$ cat src/hdl/coo2hg_pkg.sv
// coo2hg_pkg: shared constants, codes and controller/datapath types for the
// COO to hypergraph CSR builder. No dependencies.
package coo2hg_pkg;

  // Sizing defaults
  localparam int MAX_NONZEROS   = 1024;
  localparam int MAX_HYPEREDGES = 1024;
  localparam int MAX_MODES      = 4;
  localparam int MODE_W         = 2;
  localparam int INDEX_BITS     = 10;

  // Field widths
  localparam int OP_W      = 2;
  localparam int IDX_W     = 12;
  localparam int VALUE_W   = 13;
  localparam int STATUS_W  = 3;
  localparam int SIZE_W    = 11;
  localparam int MC_W      = 3;
  localparam int SUM_W     = 13;
  localparam int PADDR_W   = 5;
  localparam int PDATA_W   = 32;
  localparam int REGIDX_W  = 3;

  // Register indexes
  localparam logic [REGIDX_W-1:0] REG_MODE_COUNT = 3'd0;
  localparam logic [REGIDX_W-1:0] REG_MODE0_SIZE = 3'd1;
  localparam logic [REGIDX_W-1:0] REG_MODE1_SIZE = 3'd2;
  localparam logic [REGIDX_W-1:0] REG_MODE2_SIZE = 3'd3;
  localparam logic [REGIDX_W-1:0] REG_MODE3_SIZE = 3'd4;

  localparam logic [MC_W-1:0] MODE_COUNT_RESET = 3'd3;

  typedef enum logic [OP_W-1:0] {
    OP_LOAD    = 2'd0,
    OP_BUILD   = 2'd1,
    OP_RD_OFF  = 2'd2,
    OP_RD_LIST = 2'd3
  } op_t;

  typedef enum logic [STATUS_W-1:0] {
    ST_OK       = 3'd0,
    ST_COORD    = 3'd1,
    ST_FULL     = 3'd2,
    ST_BAD_READ = 3'd3,
    ST_TOO_MANY = 3'd4
  } status_t;

  typedef enum logic [1:0] {
    RES_ZERO = 2'd0,
    RES_CONN = 2'd1,
    RES_OFF  = 2'd2,
    RES_LIST = 2'd3
  } res_src_t;

  typedef enum logic [3:0] {
    S_IDLE,
    S_DISPATCH,
    S_CHK_RD,
    S_CHK_EVAL,
    S_CLR,
    S_CNT_RD,
    S_CNT_ADDR,
    S_CNT_WR,
    S_PFX_RD,
    S_PFX_WR,
    S_SC_RD,
    S_SC_ADDR,
    S_SC_WR,
    S_COMMIT,
    S_RESP
  } fsm_t;

  // Controller to datapath commands
  typedef struct packed {
    logic     capture;
    logic     do_load;
    logic     clr_built;
    logic     init_walk;
    logic     step_n;
    logic     step_nm;
    logic     step_h;
    logic     coord_rd;
    logic     cnt_clr;
    logic     cnt_rd_inc;
    logic     cnt_wr_inc;
    logic     pfx_rd;
    logic     pfx_wr;
    logic     cnt_rd_e;
    logic     scat_wr;
    logic     commit;
    logic     off_rd;
    logic     list_rd;
    logic     set_res;
    res_src_t res_src;
    status_t  res_status;
  } cmd_t;

  // Datapath to controller status
  typedef struct packed {
    op_t  op;
    logic full;
    logic load_bad;
    logic too_many;
    logic row_bad;
    logic last_n;
    logic last_nm;
    logic h_last;
    logic nz_zero;
    logic off_ok;
    logic list_ok;
    logic built;
  } dp_stat_t;

endpackage

$ cat src/hdl/coo2hg_ctrl.sv
// coo2hg_ctrl: sequencing state machine of the CSR builder.
// Depends on coo2hg_pkg; drives coo2hg_dp through cmd_t, reads dp_stat_t.
module coo2hg_ctrl (
  input  logic                  clk,
  input  logic                  rst_n,
  input  logic                  in_valid,
  output logic                  in_ready,
  input  logic                  out_free,
  output logic                  res_valid,
  input  coo2hg_pkg::dp_stat_t  stat,
  output coo2hg_pkg::cmd_t      cmd
);

  coo2hg_pkg::fsm_t state_r, state_nxt;

  // State register
  always_ff @(posedge clk) begin
    if (!rst_n) begin
      state_r <= coo2hg_pkg::S_IDLE;
    end else begin
      state_r <= state_nxt;
    end
  end

  // Next state and commands
  always_comb begin
    state_nxt      = state_r;
    cmd            = '0;
    cmd.res_src    = coo2hg_pkg::RES_ZERO;
    cmd.res_status = coo2hg_pkg::ST_OK;
    in_ready       = 1'b0;
    res_valid      = 1'b0;
    case (state_r)
      coo2hg_pkg::S_IDLE: begin
        in_ready = 1'b1;
        if (in_valid) begin
          cmd.capture = 1'b1;
          state_nxt   = coo2hg_pkg::S_DISPATCH;
        end
      end
      coo2hg_pkg::S_DISPATCH: begin
        case (stat.op)
          coo2hg_pkg::OP_LOAD: begin
            cmd.set_res = 1'b1;
            if (stat.full) begin
              cmd.res_status = coo2hg_pkg::ST_FULL;
            end else if (stat.load_bad) begin
              cmd.res_status = coo2hg_pkg::ST_COORD;
            end else begin
              cmd.do_load = 1'b1;
            end
            state_nxt = coo2hg_pkg::S_RESP;
          end
          coo2hg_pkg::OP_BUILD: begin
            cmd.clr_built = 1'b1;
            if (stat.too_many) begin
              cmd.set_res    = 1'b1;
              cmd.res_status = coo2hg_pkg::ST_TOO_MANY;
              state_nxt      = coo2hg_pkg::S_RESP;
            end else begin
              cmd.init_walk = 1'b1;
              state_nxt = stat.nz_zero ? coo2hg_pkg::S_CLR : coo2hg_pkg::S_CHK_RD;
            end
          end
          coo2hg_pkg::OP_RD_OFF: begin
            cmd.set_res = 1'b1;
            if (stat.off_ok) begin
              cmd.off_rd  = 1'b1;
              cmd.res_src = coo2hg_pkg::RES_OFF;
            end else begin
              cmd.res_status = coo2hg_pkg::ST_BAD_READ;
            end
            state_nxt = coo2hg_pkg::S_RESP;
          end
          default: begin
            cmd.set_res = 1'b1;
            if (stat.list_ok) begin
              cmd.list_rd = 1'b1;
              cmd.res_src = coo2hg_pkg::RES_LIST;
            end else begin
              cmd.res_status = coo2hg_pkg::ST_BAD_READ;
            end
            state_nxt = coo2hg_pkg::S_RESP;
          end
        endcase
      end
      // Recheck stored coordinates against current sizes
      coo2hg_pkg::S_CHK_RD: begin
        cmd.coord_rd = 1'b1;
        state_nxt    = coo2hg_pkg::S_CHK_EVAL;
      end
      coo2hg_pkg::S_CHK_EVAL: begin
        if (stat.row_bad) begin
          cmd.set_res    = 1'b1;
          cmd.res_status = coo2hg_pkg::ST_COORD;
          state_nxt      = coo2hg_pkg::S_RESP;
        end else if (stat.last_n) begin
          cmd.init_walk = 1'b1;
          state_nxt     = coo2hg_pkg::S_CLR;
        end else begin
          cmd.step_n = 1'b1;
          state_nxt  = coo2hg_pkg::S_CHK_RD;
        end
      end
      // Clear counters
      coo2hg_pkg::S_CLR: begin
        cmd.cnt_clr = 1'b1;
        if (stat.h_last) begin
          cmd.init_walk = 1'b1;
          state_nxt = stat.nz_zero ? coo2hg_pkg::S_PFX_RD : coo2hg_pkg::S_CNT_RD;
        end else begin
          cmd.step_h = 1'b1;
        end
      end
      // Count members per hyperedge
      coo2hg_pkg::S_CNT_RD: begin
        cmd.coord_rd = 1'b1;
        state_nxt    = coo2hg_pkg::S_CNT_ADDR;
      end
      coo2hg_pkg::S_CNT_ADDR: begin
        cmd.cnt_rd_inc = 1'b1;
        state_nxt      = coo2hg_pkg::S_CNT_WR;
      end
      coo2hg_pkg::S_CNT_WR: begin
        cmd.cnt_wr_inc = 1'b1;
        if (stat.last_nm) begin
          cmd.init_walk = 1'b1;
          state_nxt     = coo2hg_pkg::S_PFX_RD;
        end else begin
          cmd.step_nm = 1'b1;
          state_nxt   = coo2hg_pkg::S_CNT_RD;
        end
      end
      // Running sum into offsets and cursors
      coo2hg_pkg::S_PFX_RD: begin
        cmd.pfx_rd = 1'b1;
        state_nxt  = coo2hg_pkg::S_PFX_WR;
      end
      coo2hg_pkg::S_PFX_WR: begin
        cmd.pfx_wr = 1'b1;
        if (stat.h_last) begin
          cmd.init_walk = 1'b1;
          state_nxt = stat.nz_zero ? coo2hg_pkg::S_COMMIT : coo2hg_pkg::S_SC_RD;
        end else begin
          cmd.step_h = 1'b1;
          state_nxt  = coo2hg_pkg::S_PFX_RD;
        end
      end
      // Scatter nonzero ids
      coo2hg_pkg::S_SC_RD: begin
        cmd.coord_rd = 1'b1;
        state_nxt    = coo2hg_pkg::S_SC_ADDR;
      end
      coo2hg_pkg::S_SC_ADDR: begin
        cmd.cnt_rd_e = 1'b1;
        state_nxt    = coo2hg_pkg::S_SC_WR;
      end
      coo2hg_pkg::S_SC_WR: begin
        cmd.scat_wr = 1'b1;
        if (stat.last_nm) begin
          state_nxt = coo2hg_pkg::S_COMMIT;
        end else begin
          cmd.step_nm = 1'b1;
          state_nxt   = coo2hg_pkg::S_SC_RD;
        end
      end
      coo2hg_pkg::S_COMMIT: begin
        cmd.commit  = 1'b1;
        cmd.set_res = 1'b1;
        cmd.res_src = coo2hg_pkg::RES_CONN;
        state_nxt   = coo2hg_pkg::S_RESP;
      end
      coo2hg_pkg::S_RESP: begin
        res_valid = 1'b1;
        if (out_free) begin
          state_nxt = coo2hg_pkg::S_IDLE;
        end
      end
      default: begin
        state_nxt = coo2hg_pkg::S_IDLE;
      end
    endcase
  end

endmodule

$ cat config.mk
export PLATFORM = sky130hd
export DESIGN_NAME = coo2hg_ctrl
export DESIGN_NICKNAME = d
export VERILOG_FILES = /design/src/hdl/coo2hg_pkg.sv /design/src/hdl/coo2hg_ctrl.sv
export SDC_FILE = /design/constraint.sdc
export NUM_CORES = 1
export LEC_CHECK = 0
export BUFFER_PORTS_ARGS = -buffer_cell sky130_fd_sc_hd__buf_4
export CELL_PAD_IN_SITES_DETAIL_PLACEMENT = 1
export CELL_PAD_IN_SITES_GLOBAL_PLACEMENT = 1
export CORE_MARGIN = 1
export CORE_UTILIZATION = 23
export CTS_CLUSTER_SIZE = 40
export DETAILED_ROUTE_END_ITERATION = 8
export PLACE_DENSITY_LB_ADDON = 0.1
export SYNTH_ARGS = -nofsm -noshare
export SYNTH_HDL_FRONTEND = slang
export SYNTH_SLANG_ARGS = --single-unit
$ cat constraint.sdc
create_clock -name clk -period 2.95 [get_ports clk]
set_clock_uncertainty 0.15 [all_clocks]
set_input_delay 0 -clock clk [delete_from_list [all_inputs] [get_ports clk]]
set_output_delay 0 -clock clk [all_outputs]
set_load 0.05 [all_outputs]
Word level (Yosys, flattened, before mapping)

Index checks and enable logic that the tools add are counted.

Equality and inequality tests: 19
Multiplexer cells: 65
Reduce and logical (&&, ||, !) cells: 8

Operators by type and width:

| operator                                            | count |
|---|---|
| case mux 4 bit (15 select lines)                    | 1 |
| two-way mux 1 bit                                   | 35 |
| two-way mux 4 bit                                   | 8 |
| equality test 4 bit, second input constant          | 7 |
| two-way mux 2 bit                                   | 9 |
| two-way mux 3 bit                                   | 6 |
| equality test 4 x 3 -> 1 bit, second input constant | 4 |
| case mux 3 bit (3 select lines)                     | 1 |
| equality test 4 x 2 -> 1 bit, second input constant | 2 |
| case mux 2 bit (2 select lines)                     | 2 |
| != test 2 bit, second input constant                | 3 |
| case mux 3 bit (2 select lines)                     | 1 |
| OR reduction 2 bit                                  | 3 |
| OR reduction 3 bit                                  | 2 |
| equality test 4 x 1 -> 1 bit, second input constant | 1 |
| logical NOT 4 bit                                   | 1 |
| case mux 1 bit (4 select lines)                     | 1 |
| case mux 1 bit (3 select lines)                     | 1 |
| AND reduction 3 bit                                 | 1 |
| equality test 2 x 1 -> 1 bit, second input constant | 1 |
| equality test 2 bit, second input constant          | 1 |
| logical NOT 2 bit                                   | 1 |

Flip-flop bits (word level): 4
Word-level logic and storage cells: 93

Depth between registers and ports, before layout

Gate-level depths: netlist of run 1.

Word-level depth: 4
Depth in mapped cells: 6
Mapped depth without buffers: 5

Worst setup path after synthesis of run 1

Ideal clock, no wire load.

Kind: register to output
Start point: register state_r[2]
End point: output cmd[2] (netlist name)
Arrival: 2813 ps
Path slack: -13 ps
Cell stages (with the launch flop): 5
Path buffers: 2
Path through: dfxtp_1 -> buf_2 -> buf_2 -> nor4_1 -> and2_1

RTL lines:

| what                   | line              | text |
|---|---|---|
| start, declared        | coo2hg_ctrl.sv:14 | `coo2hg_pkg::fsm_t state_r, state_nxt;` |
| start signal, assigned | coo2hg_ctrl.sv:19 | `state_r <= coo2hg_pkg::S_IDLE;` |
| start signal, assigned | coo2hg_ctrl.sv:21 | `state_r <= state_nxt;` |
| end, declared          | coo2hg_ctrl.sv:11 | `output coo2hg_pkg::cmd_t cmd` |

==> results of run 1 <==
==> area by class of cell <==
cell class / instances / area share
sequential: 4 / 0.0722
timing repair buffer: 45 / 0.309
tap: 44 / 0.0497
clock buffer: 3 / 0.0203
multi-input combinational: 101 / 0.528
inverter: 6 / 0.0203
==> worst max-delay path: cells and delay by family (launching register included) <==
kind,cells,cell delay [ns]
compound gates,1,0.15
buf+inv,1,0.22
flops,1,0.74
simple gates,3,0.80
==> report_power, final <==
| part | switching, mW | internal, mW |
|---|---|---|
| Clock | 0.0224 | 0.0455 |
| Combinational | 0.500 | 0.241 |
| Sequential | 0.0625 | 0.0753 |
==> cells in the mapped netlist <==
cell type	number
mux2i_1	1
buf_2	5
inv_1	5
nor4_2	1
nor2b_1	2
nor3_2	1
o221ai_1	1
o31a_1	2
nor2_1	20
a211oi_2	1
inv_2	1
nand2_1	12
a2111oi_0	1
nand3_1	3
o22ai_1	3
o21ba_2	1
buf_4	3
nor3_1	12
nor4_1	2
o21ai_0	3
or3_1	1
o21a_1	3
o31ai_1	1
a32oi_1	1
a31oi_1	2
a22oi_1	1
nand2_2	1
nand2b_1	5
and2_1	2
a21o_1	1
and3_1	1
o211a_1	1
a21oi_1	9
dfxtp_1	4
nor3b_1	2
o32ai_1	1
nand2b_2	1
a211oi_1	1
o221a_1	1
==> worst max-delay path by stage <==
stage,to,slack (ns),depth (start not counted)
2_1_floorplan,cmd[2],0.62,4
3_3_place_gp,cmd[3],0.86,5
5_1_grt,cmd[3],0.49,5
4_1_cts,cmd[3],0.64,5
3_5_place_dp,cmd[4],0.89,5
6_report,cmd[3],0.64,5
==> per-layer routing <==
| layer | part of all wire | wire (um) | vias up | track usage |
|---|---|---|---|---|
| met2 | 0.48 | 1350 | 24 | 0.274 |
| met4 | 0.0025 | 7 | 0 | 0.0408 |
| met1 | 0.49 | 1380 | 489 | 0.235 |
| li1 | - | - | 514 | - |
| met3 | 0.029 | 83 | 2 | 0.0132 |
| met5 | 0 | 0 | - | 0 |
==> timing repair <==
item                                   4_1_cts  5_1_grt
hold buffers                                 2        0
endpoints found under the hold margin        4        0
setup endpoints to repair                    0        0
==> logic make-up (layout without fill, tap and decap cells) <==
kind of cell | Yosys count | after routing
simple gates | 66 | 66
compound gates | 34 | 34
flops | 4 | 4
mux | 1 | 1
buf+inv | 14 | 54
==> impl_metrics.py, run 1 <==
metrics = {
    "run_status": {
        "status": "finished, final reports clean",
    },
    "layout": {
        "multiInputGateArea_um2": 586,
        "antenna_cells": 0,
        "largest_reg_flops": 4,
        "drive_gt1_frac": 0.340,
        "register_area_um2": 80.1,
        "final_common_cell": "buf_4",
        "reg_top3": "state_r x4",
        "regMostFlops": "state_r",
        "finalNonFillerCells": 203,
        "most-common-layout-cells": "buf_4, nor2_1, nand2_1, nor3_1, a21oi_1",
        "design_area_mm2": 0.00111,
        "final_util": 0.366,
        "nets": 178,
        "synthToLayoutAreaGrowth_pct": 52.0,
        "nFillCells": 407,
    },
    "logic_synthesis": {
        "syn_area_um2": 729,
        "synth-seq-area-share": 0.110,
        "synthAdderAreaFrac": 0,
        "synth.area.top_cells": "dfxtp_1, nor2_1, nor3_1, a21oi_1, nand2_1",
        "synth_top_family_by_area": "simple AND/OR/NAND/NOR gates",
        "yosys_warnings": 0,
        "synth_compound_gate_area_share": 0.329,
        "syn_avg_cell_area_um2": 6.13,
        "yosys.area.top_type": "dfxtp_1",
        "synth_mux_area_frac": 0.0137,
        "syn-num-nets": 136,
        "yosys.area.top_type_share": 0.110,
        "synth_simple_gate_area_frac": 0.451,
        "synthXorXnorAreaFrac": 0,
        "synth_cells": 119,
        "synth.distinct_cells": 39,
        "synth_seq_cells": 4,
    },
    "global_routing": {
        "grt_use_total": 0.166,
        "antenna_found_initial": 0,
        "grt_max_degree": 29,
        "grt_pass1_vias": 966,
        "grt_pass1_wl_um": 4440,
        "overflow": 0,
    },
    "clock_network": {
        "cts_buffers": 3,
        "clk_pin_slew_ns": 0.04,
        "cts_buffer_depth": 2,
        "postCtsResizedCells": 0,
        "h-tree-depth": 1,
        "cts_setup_buffers": 0,
        "cts_tree": "done",
        "clk_latency_ns": 0.23,
        "cts_sinks": 4,
        "root_buffer": "clkbuf_4",
    },
    "flow_run": {
        "maxCapViolCount": 0,
    },
    "place": {
        "placed_area_mm2": 0.00107,
        "place_ws_ns": 0.894,
        "dp_cells": 198,
        "place_congestion": 0.754,
        "io_buffers": 41,
        "hpwlAfterDp_um": 2110,
    },
    "floorplan": {
        "dieArea_mm2": 0.00340,
        "core_area_mm2": 0.00303,
        "ioPinCount": 43,
        "floorplan.rows": 20,
        "die_w_um": 58.3,
        "start_util": 0.241,
        "die_height_um": 58.3,
    },
    "critical_path": {
        "slowest_stage": "dfxtp_1",
        "r2r_cells": 5,
        "rrSetupSlack_ns": 0.95,
        "crit_fanout": 19,
        "cp.required_ns": 2.80,
        "crit_arrival_ns": 2.16,
        "crit_start": "state_r[0]",
        "path_cells": "nand2_2, nor3_1, nand2_1, o22ai_1, buf_4",
        "start_kind": "flop",
        "r2r-start": "state_r[0]",
        "crit_type": "flop to output port",
        "end_kind": "output port",
        "reg2reg_to": "state_r[2]",
        "slowest_delay_ns": 0.74,
    },
    "timing": {
        "drv_slew": 0,
        "fin_tns_setup_ns": 0,
        "setup_viol": 0,
        "clock.fmax_mhz": 433,
        "fin_crit_sh": 0.782,
        "fin_hold_ws_ns": 0.0193,
        "layout_setup_ws_ns": 0.642,
        "tightest_slew_ns": 0.672,
        "rsz0062_at_grt": "false",
        "relSlewSlack": 0.551,
        "hold_viol": 0,
        "fin_crit_ns": 2.31,
    },
    "drt": {
        "postRouteAntennaNets": 0,
        "totalWireLength_um": 2820,
        "route.detailed.drc": 0,
        "wl_per_cell_um": 13.9,
        "drt_iter0_drc": 25,
        "dr.pass1.iters": 4,
        "viasPerCell": 5.07,
        "vias": 1029,
    },
    "worst_hold_path": {
        "hp-class": "input pin to flop",
        "hold_depth": 4,
        "worstHoldEndpoint": "state_r[0]",
        "hp-start": "in_valid",
    },
    "power_and_ir_drop": {
        "p_leak_nw": 0.483,
        "finalPower_mw": 0.947,
        "power_density_mw_per_mm2": 854,
        "worst_ir_drop_vdd_mv": 0.571,
    },
}
No activity file was read; power rests on OpenSTA's default activity.
==> inputs of run 2 (changes only) <==
clock period = 2.3 ns   (was 2.95 ns; I/O delays follow)
==> impl_metrics.py, run 2 (synthesis results as in run 1) <==
metrics = {
    "layout": {
        "reg_top3": "state_r x4",
        "register_area_um2": 80.1,
        "regMostFlops": "state_r",
        "nets": 182,
        "synthToLayoutAreaGrowth_pct": 57.3,
        "multiInputGateArea_um2": 594,
        "largest_reg_flops": 4,
        "nFillCells": 411,
        "final_common_cell": "buf_4",
        "most-common-layout-cells": "buf_4, nor2_1, nand2_1, nor3_1, a21oi_1",
        "antenna_cells": 0,
        "drive_gt1_frac": 0.356,
    },
    "timing": {
        "rsz0062_at_grt": "false",
        "setup_viol": 0,
        "fin_crit_sh": 0.903,
        "hold_viol": 0,
        "clock.fmax_mhz": 481,
        "fin_crit_ns": 2.08,
        "fin_tns_setup_ns": 0,
        "drv_slew": 0,
        "relSlewSlack": 0.584,
        "tightest_slew_ns": 0.623,
        "layout_setup_ws_ns": 0.223,
    },
    "drt": {
        "wl_per_cell_um": 13.3,
        "postRouteAntennaNets": 0,
        "dr.pass1.iters": 4,
        "viasPerCell": 5.00,
        "totalWireLength_um": 2750,
        "route.detailed.drc": 0,
        "drt_iter0_drc": 22,
        "vias": 1034,
    },
    "clock_network": {
        "root_buffer": "clkbuf_4",
        "cts_buffer_depth": 2,
        "h-tree-depth": 1,
        "cts_buffers": 3,
        "cts_tree": "done",
        "cts_setup_buffers": 0,
        "clk_latency_ns": 0.23,
        "clk_pin_slew_ns": 0.04,
        "cts_sinks": 4,
    },
    "floorplan": {
        "ioPinCount": 43,
        "die_w_um": 58.3,
        "die_height_um": 58.3,
        "core_area_mm2": 0.00303,
        "floorplan.rows": 20,
        "dieArea_mm2": 0.00340,
        "start_util": 0.241,
    },
    "critical_path": {
        "end_kind": "output port",
        "crit_arrival_ns": 1.93,
        "slowest_delay_ns": 0.49,
        "r2r-start": "state_r[3]",
        "crit_start": "state_r[3]",
        "r2r_cells": 5,
        "rrSetupSlack_ns": 0.41,
        "cp.required_ns": 2.15,
        "crit_type": "flop to output port",
        "slowest_stage": "dfxtp_1",
        "start_kind": "flop",
        "crit_fanout": 16,
        "path_cells": "inv_2, nand2_2, nor3_1, nand2_1, o22ai_1, buf_4",
        "reg2reg_to": "state_r[1]",
    },
    "worst_hold_path": {
        "hold_depth": 4,
        "hp-start": "in_valid",
        "worstHoldEndpoint": "state_r[0]",
        "hp-class": "input pin to flop",
    },
    "global_routing": {
        "grtUsageMet2": 0.292,
        "grt_pass1_wl_um": 4590,
        "grt_use_total": 0.170,
        "overflow": 0,
        "grt_max_degree": 17,
        "grtUsageMet1": 0.234,
        "antenna_found_initial": 0,
        "grt_pass1_vias": 1026,
        "use_met3": 0.0264,
        "grt.busiest_layer": "met2",
    },
    "power_and_ir_drop": {
        "power_density_mw_per_mm2": 1090,
        "clkPwrFrac": 0.068,
        "p_leak_nw": 0.503,
        "p_int_mw": 0.493,
        "switching_share": 0.607,
        "worst_ir_drop_vdd_mv": 0.713,
        "comb_power_share": 0.777,
        "pwr-share-seq": 0.155,
        "p_sw_mw": 0.760,
    },
    "flow_run": {
        "maxCapViolCount": 0,
    },
    "place": {
        "hpwlAfterDp_um": 2170,
        "io_buffers": 41,
        "place_congestion": 0.733,
        "place_ws_ns": 0.425,
    },
    "run_status": {
        "status": "finished, final reports clean",
    },
}
==> run 2: cell count changes in the layout (fill, tap and decap cells not counted), sizes merged <==
cell	delta
buf	+4
==> run 2: critical path: cells and delay by family, from the launching register on <==
family	cells	cell delay [ns]
AOI/OAI and AO/OA	1	0.15
DFF	1	0.49
buffers and inverters	2	0.42
and+or+nand+nor	3	0.63
==> run 2: stage by stage <==
stage	hold WS, ns	utilization	cell area (um2)	instances	total power, mW
2_1_floorplan	-0.0325	-	744	119	0.889
5_1_grt	0.0545	0.379	1150	207	1.35
6_report	0.0494	0.379	1150	207	1.25
3_3_place_gp	0.0933	0.365	1100	202	1.15
4_1_cts	0.0468	0.379	1150	207	1.26
3_5_place_dp	0.112	0.365	1100	202	1.16
==> run 2: layer usage <==
| layer | share of wire | routed length [um] | vias up |
|---|---|---|---|
| met5 | 0 | 0 | - |
| met4 | 0 | 0 | 0 |
| met3 | 0.029 | 80 | 0 |
| met2 | 0.49 | 1340 | 20 |
| met1 | 0.48 | 1330 | 491 |
| li1 | - | - | 523 |
==> run 2: layout make-up <==
class	count	area share
well taps	44	0.0480
clock buffers	3	0.0196
repair buffers	49	0.325
flip-flops and latches	4	0.0698
inverters	6	0.0196
multi-input cells	101	0.518
==> run 2: power groups by stage <==
stage	clock (mW)	sequential, mW	combinational (mW)
floorplan	0	0.117	0.772
global placement	0	0.193	0.961
detailed placement	0	0.194	0.971
CTS	0.0881	0.193	0.979
global route	0.0969	0.201	1.05
finish	0.0851	0.195	0.974
==> run 2: worst max-delay path by stage <==
stage / to / cells past startpoint
after floorplan: cmd[18] / 5
after global placement: state_r[1] / 5
after detailed placement: state_r[1] / 5
after CTS: cmd[4] / 6
after global routing: cmd[4] / 6
final: cmd[3] / 6
==> run 2: repair_timing <==
| item | CTS | global route |
|---|---|---|
| gates resized for setup | 0 | 0 |
| hold buffers | 2 | 0 |
| hold endpoints to repair | 4 | 0 |
==> inputs of run 3 (changes only) <==
CORE_UTILIZATION = 27   (was 23)
==> impl_metrics.py, run 3 (synthesis results as in run 1) <==
metrics = {
    "layout": {
        "largest_reg_flops": 4,
        "synthToLayoutAreaGrowth_pct": 53.9,
        "most-common-layout-cells": "buf_4, nor2_1, nand2_1, nor3_1, a21oi_1",
        "final_common_cell": "buf_4",
        "drive_gt1_frac": 0.352,
        "design_area_mm2": 0.00112,
        "nets": 181,
        "antenna_cells": 0,
        "reg_top3": "state_r x4",
        "regMostFlops": "state_r",
    },
    "global_routing": {
        "grt_max_degree": 26,
        "overflow": 0,
        "antenna_found_initial": 0,
        "grt_pass1_wl_um": 4540,
        "grt_use_total": 0.215,
        "grt_pass1_vias": 985,
    },
    "floorplan": {
        "ioPinCount": 43,
        "dieArea_mm2": 0.00291,
        "die_height_um": 54.0,
        "core_area_mm2": 0.00252,
        "die_w_um": 54.0,
        "start_util": 0.289,
        "floorplan.rows": 18,
    },
    "timing": {
        "fin_hold_ws_ns": 0.0481,
        "drv_slew": 0,
        "rsz0062_at_grt": "false",
        "fin_crit_sh": 0.855,
        "setup_viol": 0,
        "hold_viol": 0,
        "tightest_slew_ns": 0.424,
        "relSlewSlack": 0.710,
        "clock.fmax_mhz": 508,
        "fin_crit_ns": 1.97,
    },
    "critical_path": {
        "start_kind": "flop",
        "crit_fanout": 11,
        "cp_top_family": "simple AND/OR/NAND/NOR gates",
        "cp.depth": 5,
        "r2r_cells": 5,
        "path_cells": "nand2_2, nor3_1, nand2_1, o22ai_1, buf_4",
        "rrSetupSlack_ns": 0.49,
        "cp.required_ns": 2.15,
        "slowest_stage": "dfxtp_1",
        "reg2reg_to": "state_r[2]",
        "slowest_delay_ns": 0.58,
        "crit_arrival_ns": 1.82,
        "end_kind": "output port",
        "crit_type": "flop to output port",
        "r2r-start": "state_r[2]",
        "critPathBufInv": 1,
    },
    "power_and_ir_drop": {
        "p_leak_nw": 0.499,
        "worst_ir_drop_vdd_mv": 0.663,
        "power_density_mw_per_mm2": 1120,
    },
    "drt": {
        "postRouteAntennaNets": 0,
        "viasPerCell": 5.35,
        "wl_per_cell_um": 14.9,
        "vias": 1027,
        "drt_iter0_drc": 14,
        "dr.pass1.iters": 4,
        "totalWireLength_um": 2870,
        "route.detailed.drc": 0,
    },
    "clock_network": {
        "cts_setup_buffers": 0,
        "clk_latency_ns": 0.23,
        "h-tree-depth": 1,
        "cts_tree": "done",
        "cts_buffer_depth": 2,
        "clk_pin_slew_ns": 0.03,
        "postCtsResizedCells": 0,
        "cts_buffers": 3,
        "cts_sinks": 4,
        "root_buffer": "clkbuf_4",
    },
    "place": {
        "hpwlAfterDp_um": 2210,
        "placed_area_mm2": 0.00108,
        "place_congestion": 0.845,
        "io_buffers": 41,
    },
    "worst_hold_path": {
        "hp-start": "in_valid",
        "worstHoldEndpoint": "state_r[0]",
        "hold_depth": 4,
        "hp-class": "input pin to flop",
    },
    "run_status": {
        "status": "finished, final reports clean",
    },
    "flow_run": {
        "maxCapViolCount": 0,
    },
}
==> run 3: changes by cell type in the layout (fill, tap and decap cells not counted) <==
| cell | before | now |
|---|---|---|
| buf_4 | 47 | 46 |
==> run 3: cell type report <==
| class | instances | area [um2] |
|---|---|---|
| fillers | 362 | 1400 |
| multi-input cells | 101 | 594 |
| repair buffers | 48 | 365 |
| flip-flops and latches | 4 | 80.1 |
| well taps | 30 | 37.5 |
| clock buffers | 3 | 22.5 |
| inverters | 6 | 22.5 |
==> run 3: report_power, final <==
part | switching [mW] | total (mW) | internal (mW)
Clock | 0.0266 | 0.0848 | 0.0582
Sequential | 0.0579 | 0.155 | 0.0968
Combinational | 0.677 | 1.01 | 0.337
Total | 0.762 | 1.25 | 0.492
==> run 3: worst max path at each step <==
stage                       to        from  slack [ns]
detailed placement  state_r[2]  state_r[2]        0.51
CTS                     cmd[3]  state_r[0]        0.32
floorplan              cmd[18]  state_r[1]     -0.0002
global placement    state_r[2]  state_r[2]        0.53
global route            cmd[3]  state_r[0]        0.16
finish                  cmd[3]  state_r[0]        0.33
==> run 3: through the flow <==
stage	worst slack, ns	instances	setup TNS (ns)	total power [mW]	util
3_5_place_dp	0.509	187	0	1.17	0.428
2_1_floorplan	-0.000202	119	-0.000202	0.889	-
3_3_place_gp	0.534	187	0	1.15	0.428
4_1_cts	0.318	192	0	1.26	0.445
5_1_grt	0.159	192	0	1.35	0.445
6_report	0.333	192	0	1.25	0.445
==> run 3: routing by layer <==
metal  part of all wire  GRT usage  vias up
met3              0.038     0.0226        0
met4                  0     0.0556        0
met2               0.52      0.385       26
li1                   -          -      522
met5                  0          0        -
met1               0.44      0.269      479
==> run 3: tightest hold or removal path: cells and delay by family <==
family | cells | cell delay [ns]
AOI/OAI and AO/OA | 2 | 0.20
buffers and inverters | 2 | 0.17
==> run 3: repair_timing <==
action	4_1_cts	5_1_grt
setup endpoints to repair	0	0
hold buffers	2	0
endpoints found under the hold margin	4	0
